File: config.mk
export PLATFORM = sky130hd
export DESIGN_NAME = fisqrt_mul_stage
export DESIGN_NICKNAME = d
export VERILOG_FILES = /design/src/fisqrt_pkg.sv /design/src/fisqrt_mul_stage.sv
export SDC_FILE = /design/constraint.sdc
export NUM_CORES = 2
export LEC_CHECK = 0
export BUFFER_PORTS_ARGS = -buffer_cell sky130_fd_sc_hd__buf_2
export CORE_ASPECT_RATIO = 2
export CORE_MARGIN = 10
export CORE_UTILIZATION = 53
export CTS_BUF_LIST = sky130_fd_sc_hd__clkbuf_8
export DETAILED_ROUTE_END_ITERATION = 7
export PLACE_DENSITY = 0.73
export SETUP_SLACK_MARGIN = 0.2
export SLEW_MARGIN = 15
export SYNTH_ARGS = -nofsm -noshare
export SYNTH_HDL_FRONTEND = slang
export SYNTH_SLANG_ARGS = --single-unit
File: constraint.sdc
create_clock -name i_clk -period 17.32 [get_ports i_clk]
set_input_delay 2.598 -clock i_clk [delete_from_list [all_inputs] [get_ports i_clk]]
set_output_delay 2.598 -clock i_clk [all_outputs]
set_load 0.01 [all_outputs]
File: src/fisqrt_pkg.sv
// ============================================================================
// fisqrt_pkg
// Shared constants and binary32 arithmetic helpers for the fast inverse
// square root pipeline (round to nearest even, subnormals kept).
// ============================================================================
package fisqrt_pkg;

    localparam int          FP_W        = 32;
    localparam logic [31:0] MAGIC_GUESS = 32'h5f3759df;
    localparam logic [31:0] FP_HALF     = 32'h3f000000;  // 0.5
    localparam logic [31:0] FP_THREE_HALVES = 32'h3fc00000;  // 1.5
    localparam logic [31:0] FP_QNAN_BIT = 32'h00400000;
    localparam logic [31:0] FP_DEFAULT_NAN = 32'hffc00000;
    localparam int          PIPE_DEPTH  = 5;

    // Integer first guess: magic minus arithmetic shift right by one.
    function automatic logic [31:0] first_guess(input logic [31:0] x);
        logic [31:0] sh;
        begin
            sh = {x[31], x[31:1]};
            return MAGIC_GUESS - sh;
        end
    endfunction

    // Normalize, denormalize if needed, round to nearest even and pack.
    // value = sig * 2^(be - 174), sig nonzero.
    function automatic logic [31:0] round_pack(input logic s,
                                               input logic signed [11:0] be,
                                               input logic [47:0] sig);
        logic [5:0]         lz;
        logic [47:0]        n;
        logic [47:0]        n2;
        logic [47:0]        lostm;
        logic signed [11:0] e;
        logic [11:0]        shamt;
        logic               lost;
        logic               rb;
        logic               st;
        logic               inc;
        logic [23:0]        m;
        logic [7:0]         ef;
        logic [31:0]        base;
        logic [31:0]        res;
        begin
            lz = 6'd0;
            for (int i = 0; i < 48; i++) begin
                if (sig[i]) lz = 6'(47 - i);
            end
            n = sig << lz;
            e = be - $signed({6'd0, lz});
            if (e >= 12'sd255) return {s, 8'hff, 23'd0};
            if (e < 12'sd1) begin
                shamt = 12'(12'sd1 - e);
                if (shamt >= 12'd48) begin
                    n2   = 48'd0;
                    lost = |n;
                end else begin
                    n2    = n >> shamt;
                    lostm = (48'd1 << shamt) - 48'd1;
                    lost  = |(n & lostm);
                end
            end else begin
                n2   = n;
                lost = 1'b0;
            end
            m   = n2[47:24];
            rb  = n2[23];
            st  = (|n2[22:0]) | lost;
            inc = rb & (st | m[0]);
            ef  = (e >= 12'sd1) ? 8'(e - 12'sd1) : 8'd0;
            base = {1'b0, ef, 23'd0} + {8'd0, m};
            res  = base + {31'd0, inc};
            if (res[30:23] == 8'hff) return {s, 8'hff, 23'd0};
            return {s, res[30:0]};
        end
    endfunction

    function automatic logic [31:0] fp_mul(input logic [31:0] a, input logic [31:0] b);
        logic               s;
        logic               an, bn, ai, bi, az, bz;
        logic [7:0]         ea, eb;
        logic [23:0]        ma, mb;
        logic [47:0]        p;
        logic signed [11:0] be;
        begin
            s  = a[31] ^ b[31];
            an = (a[30:23] == 8'hff) && (a[22:0] != 23'd0);
            bn = (b[30:23] == 8'hff) && (b[22:0] != 23'd0);
            ai = (a[30:23] == 8'hff) && (a[22:0] == 23'd0);
            bi = (b[30:23] == 8'hff) && (b[22:0] == 23'd0);
            az = (a[30:0] == 31'd0);
            bz = (b[30:0] == 31'd0);
            if (an) return a | FP_QNAN_BIT;
            if (bn) return b | FP_QNAN_BIT;
            if ((ai && bz) || (bi && az)) return FP_DEFAULT_NAN;
            if (ai || bi) return {s, 8'hff, 23'd0};
            if (az || bz) return {s, 31'd0};
            ea = (a[30:23] == 8'd0) ? 8'd1 : a[30:23];
            eb = (b[30:23] == 8'd0) ? 8'd1 : b[30:23];
            ma = {(a[30:23] != 8'd0), a[22:0]};
            mb = {(b[30:23] != 8'd0), b[22:0]};
            p  = {24'd0, ma} * {24'd0, mb};
            be = $signed({4'd0, ea}) + $signed({4'd0, eb}) - 12'sd126;
            return round_pack(s, be, p);
        end
    endfunction

    function automatic logic [31:0] fp_add(input logic [31:0] a, input logic [31:0] b);
        logic               an, bn, ai, bi;
        logic [31:0]        big, sml;
        logic [7:0]         eb, es, d;
        logic [26:0]        mb27, ms27, al, stm;
        logic [27:0]        sum;
        logic signed [11:0] be;
        begin
            an = (a[30:23] == 8'hff) && (a[22:0] != 23'd0);
            bn = (b[30:23] == 8'hff) && (b[22:0] != 23'd0);
            ai = (a[30:23] == 8'hff) && (a[22:0] == 23'd0);
            bi = (b[30:23] == 8'hff) && (b[22:0] == 23'd0);
            if (an) return a | FP_QNAN_BIT;
            if (bn) return b | FP_QNAN_BIT;
            if (ai && bi && (a[31] != b[31])) return FP_DEFAULT_NAN;
            if (ai) return a;
            if (bi) return b;
            if ((a[30:0] == 31'd0) && (b[30:0] == 31'd0)) return {a[31] & b[31], 31'd0};
            if (a[30:0] >= b[30:0]) begin
                big = a;
                sml = b;
            end else begin
                big = b;
                sml = a;
            end
            eb   = (big[30:23] == 8'd0) ? 8'd1 : big[30:23];
            es   = (sml[30:23] == 8'd0) ? 8'd1 : sml[30:23];
            d    = eb - es;
            mb27 = {(big[30:23] != 8'd0), big[22:0], 3'd0};
            ms27 = {(sml[30:23] != 8'd0), sml[22:0], 3'd0};
            if (d >= 8'd27) begin
                al = {26'd0, |ms27};
            end else begin
                stm = (27'd1 << d) - 27'd1;
                al  = ms27 >> d;
                al[0] = al[0] | (|(ms27 & stm));
            end
            if (big[31] == sml[31]) sum = {1'b0, mb27} + {1'b0, al};
            else                    sum = {1'b0, mb27} - {1'b0, al};
            if (sum == 28'd0) return 32'd0;
            be = $signed({4'd0, eb}) + 12'sd1;
            return round_pack(big[31], be, {sum, 20'd0});
        end
    endfunction

endpackage

File: src/fisqrt_mul_stage.sv
// ============================================================================
// fisqrt_mul_stage
// One registered binary32 multiply stage; carries the guess alongside.
// ============================================================================
module fisqrt_mul_stage (
    input  logic        i_clk,
    input  logic        i_rst_n,
    input  logic        i_vld,
    input  logic [31:0] i_a,
    input  logic [31:0] i_b,
    input  logic [31:0] i_g,
    output logic        o_vld,
    output logic [31:0] o_p,
    output logic [31:0] o_g
);

    logic        r_vld;
    logic [31:0] r_p;
    logic [31:0] r_g;

    always_ff @(posedge i_clk) begin
        if (!i_rst_n) begin
            r_vld <= 1'b0;
        end else begin
            r_vld <= i_vld;
        end
    end

    always_ff @(posedge i_clk) begin
        r_p <= fisqrt_pkg::fp_mul(i_a, i_b);
        r_g <= i_g;
    end

    assign o_vld = r_vld;
    assign o_p   = r_p;
    assign o_g   = r_g;

endmodule
==> impl_metrics.env, run 1 <==
export IMPL_grt_max_degree=70
export IMPL_cts_setup_buffers=0
export IMPL_firstError="[ERROR GRT-0116] Global routing finished with congestion. Check the congestion regions in the DRC Viewer."
export IMPL_grt_pass1_wl_um=307600
export IMPL_haltStage="5_1_grt"
export IMPL_die_x_um=197.9
export IMPL_clock_path_buffers=2
export IMPL_synthesis_nets=5231
export IMPL_rows=130
export IMPL_ios=164
export IMPL_grt_pass1_vias=43674
export IMPL_grt_use_total_pct=56.73
export IMPL_root_buffer="clkbuf_8"
export IMPL_synth_area_leaders="fa_1, ha_1, nand2_1, inv_1, and2_1"
export IMPL_synth_edf_count=0
export IMPL_grt_ovfl_total=140
export IMPL_yosys_warnings=0
export IMPL_post_synth_top_area_cell="fa_1"
export IMPL_ys_seq_area_share_pct=3.879
export IMPL_yosysMostFrequentCell="nand2_1"
export IMPL_synth_top_area_share_pct=28.88
export IMPL_cts_sinks=65
export IMPL_fp_dieH_um=375.8
export IMPL_syn_area_per_cell_um2=7.545
export IMPL_cts_buffers_inserted=9
export IMPL_async_flop_share_pct=0
export IMPL_status="did not finish"
export IMPL_synthFlopType="dfxtp_1"
export IMPL_gp_congestion=1.301
export IMPL_ys_top_cells_by_count="nand2_1, inv_1, fa_1"
export IMPL_synth_area_mm2=0.03354
export IMPL_dp_hpwl_um=150300
export IMPL_synth_cells=4446
export IMPL_h_tree_depth=3
export IMPL_start_util_pct=53.43
export IMPL_place_inst=5615
export IMPL_portBuffers=163
export IMPL_ys_ff_latch=65
export IMPL_synth_distinct_cells=112
-- kinds of logic after synthesis --
family	after synthesis	synth area share [%]
XOR/XNOR	113	3.006
AND/OR/NAND/NOR	1656	23.46
multiplexers	51	1.649
AO/OA/AOI/OAI	1026	21.55
adder cells (fa/ha/maj)	686	36.42
flip-flops	65	3.879
buffers and inverters	849	10.04
-- per-stage QoR --
| stage | hold WS, ns | area [um^2] | setup slack [ns] | TNS (ns) |
|---|---|---|---|---|
| 2_1_floorplan | 2.626 | 33560 | 0.2323 | 0 |
| 3_3_place_gp | 2.700 | 38040 | -0.01153 | -0.05660 |
| 3_5_place_dp | 2.702 | 38040 | -0.2456 | -3.943 |
| 4_1_cts | 2.332 | 38280 | 0.2198 | 0 |
-- layer usage --
layer / global-route usage [%] / overflow
met1: 50.85 / 0
met2: 83.26 / 79
met3: 30.68 / 0
met4: 64.88 / 61
met5: 10.16 / 0
-- repair_timing --
item                       in CTS
gates cloned                    0
resized for setup               3
pin swaps                       0
hold buffers                    0
setup endpoints to repair      19
==> run 2, diff against run 1 <==
Settings changed: CORE_ASPECT_RATIO 2 to unset, CORE_UTILIZATION 53 to 38, CTS_BUF_LIST sky130_fd_sc_hd__clkbuf_8 to unset, PLACE_DENSITY 0.73 to unset, PLACE_DENSITY_LB_ADDON set to 0.15, SETUP_SLACK_MARGIN 0.2 to unset.
Clock period 17.32 ns to 22.5 ns, I/O delays scaled along.
==> run 2 against run 1 <==
  * Synthesized area did not move
  * The flow now finishes without violations
  * Synthesized cell count did not move
==> impl_metrics.env, run 2 <==
export IMPL_status="completed"
export IMPL_clkTransAtPathRegs_ns=0.06
export IMPL_hold_violations=0
export IMPL_muxShareOfSynthArea_pct=1.649
export IMPL_drc=0
export IMPL_dieArea_mm2=0.1006
export IMPL_ant_nets=0
export IMPL_post_synth_top_area_cell="fa_1"
export IMPL_synth_area_leaders="fa_1, ha_1, nand2_1, inv_1, and2_1"
export IMPL_synth_top_area_share_pct=28.88
export IMPL_core_area_mm2=0.08716
export IMPL_report_final_slew_viol_count=0
export IMPL_pre_cts_slack_ns=1.788
export IMPL_grt_pass1_vias=34484
export IMPL_slowest_delay_ns=0.83
export IMPL_maxCapViolations=0
export IMPL_period_share_pct=92.63
export IMPL_worst_pin_slew_ns=1.312
export IMPL_clock_path_buffers=2
export IMPL_tritoncts="yes"
export IMPL_cp_start_kind="input pin"
export IMPL_grt_max_degree=55
export IMPL_finalSetupTns_ns=0
export IMPL_async_flop_share_pct=0
export IMPL_max_slew_margin_rel_pct=10.26
export IMPL_h_tree_depth=3
export IMPL_setup_slack_ns=1.658
export IMPL_cts_resized_gates=0
export IMPL_rows=108
export IMPL_synth_area_mm2=0.03354
export IMPL_rsz0062_at_grt="false"
export IMPL_ys_ff_latch=65
export IMPL_hold_class="input pin to register"
export IMPL_syn_to_final_growth_pct=5.673
export IMPL_synth_compound_area_share_pct=21.55
export IMPL_cts_sinks=65
export IMPL_yosysMostFrequentCell="nand2_1"
export IMPL_period_minus_slack_ns=20.84
export IMPL_fp_dieH_um=317.1
export IMPL_gp_congestion=1.025
export IMPL_cp_common_cell="fa_1"
export IMPL_drt_total_wl_um=151200
export IMPL_end_kind="register"
export IMPL_fmax_mhz=47.98
export IMPL_synth_adder_area_share_pct=36.42
export IMPL_drive_above_1_share_pct=8.047
export IMPL_start_util_pct=38.49
export IMPL_initialDrtViolationCount=4255
export IMPL_synthFlopType="dfxtp_1"
export IMPL_whs_path_depth=1
export IMPL_ctsHoldBuffers=0
export IMPL_avgViaCountPerCell=6.265
export IMPL_layout_common_cells="nand2_1, inv_1, fa_1, nor2_1, and2_1"
export IMPL_yosys_warnings=0
export IMPL_fin_util_pct=40.67
export IMPL_synth_cells=4446
export IMPL_mostFrequentLayoutCell="nand2_1"
export IMPL_grt_ovfl_total=0
export IMPL_root_buffer="clkbuf_16"
export IMPL_wl_per_cell_um=27.23
export IMPL_die_x_um=317.1
export IMPL_vias=34800
export IMPL_syn_area_per_cell_um2=7.545
export IMPL_ys_top_cells_by_count="nand2_1, inv_1, fa_1"
export IMPL_synth_edf_count=0
export IMPL_dp_hpwl_um=119100
export IMPL_synth_top_family_by_area="adder cells"
export IMPL_ios=164
export IMPL_grt_use_total_pct=29.30
export IMPL_cts_setup_buffers=0
export IMPL_grt_pass1_wl_um=226200
export IMPL_portBuffers=163
export IMPL_setup_viol=0
export IMPL_cts_buffers_inserted=9
export IMPL_cp_max_fo=38
export IMPL_antenna_found_initial=6
export IMPL_synth_distinct_cells=112
export IMPL_synth_xor_area_share_pct=3.006
export IMPL_yosys_area_share_simple_pct=23.46
export IMPL_critical_path_required_ns=22.68
export IMPL_firstDrtPassIters=6
export IMPL_final_nets=5179
export IMPL_path_class="input pin to register"
export IMPL_ys_seq_area_share_pct=3.879
export IMPL_cp_arrival_ns=21.02
export IMPL_crit_slowest_cell="a221oi_1"
export IMPL_synthesis_nets=5231
==> run 2: final timing paths <==
check     from      end  slack, ns
max    i_a[16]   o_p[0]       1.66
min    i_g[28]  o_g[28]       3.14
==> run 2: per-stage QoR <==
stage	instances	hold WS (ns)	area, um^2
after CTS	5554	3.127	35450
after detailed placement	5538	3.479	35100
final	5555	3.139	35450
after global routing	5554	3.128	35450
after global placement	5538	3.477	35090
after floorplan	4446	3.403	33540
==> run 2: logic make-up (layout without fill, tap and decap cells) <==
logic type	Yosys count	count (layout)
simple gates	1656	1656
compound gates	1026	1026
buf+inv	849	802
fa+ha+maj	686	686
xor+xnor	113	113
flops	65	65
mux	51	51
other cells	0	1
==> run 2: worst max-delay path: cells and delay by family <==
kind            cells  cell delay, ns
simple gates       19            6.37
xor+xnor            1            0.26
fa+ha+maj          10            4.65
compound gates     17            4.00
buf+inv            11            2.31
==> run 2: layout make-up <==
type,count,area (um^2)
Multi-Input combinational cell,3532,28930
Clock inverter,7,118.9
Antenna cell,1,2.502
Tap cell,1155,1445
Inverter,551,2073
Sequential cell,65,1301
Fill cell,9215,51710
Clock buffer,9,225.2
Timing Repair Buffer,235,1356
==> run 2: per-layer routing <==
layer  global-route usage [%]  share of wire [%]  up-vias
met4                    11.29                4.8       10
met3                    5.615                9.3      449
met1                    39.53                 41    17308
met2                    45.95                 44     1953
li1                         -                  -    15080
met5                        0              0.044        -
Power of run 2 is not shown: default switching activity piles up to over one toggle a cycle in this logic, so the estimate is an artifact.
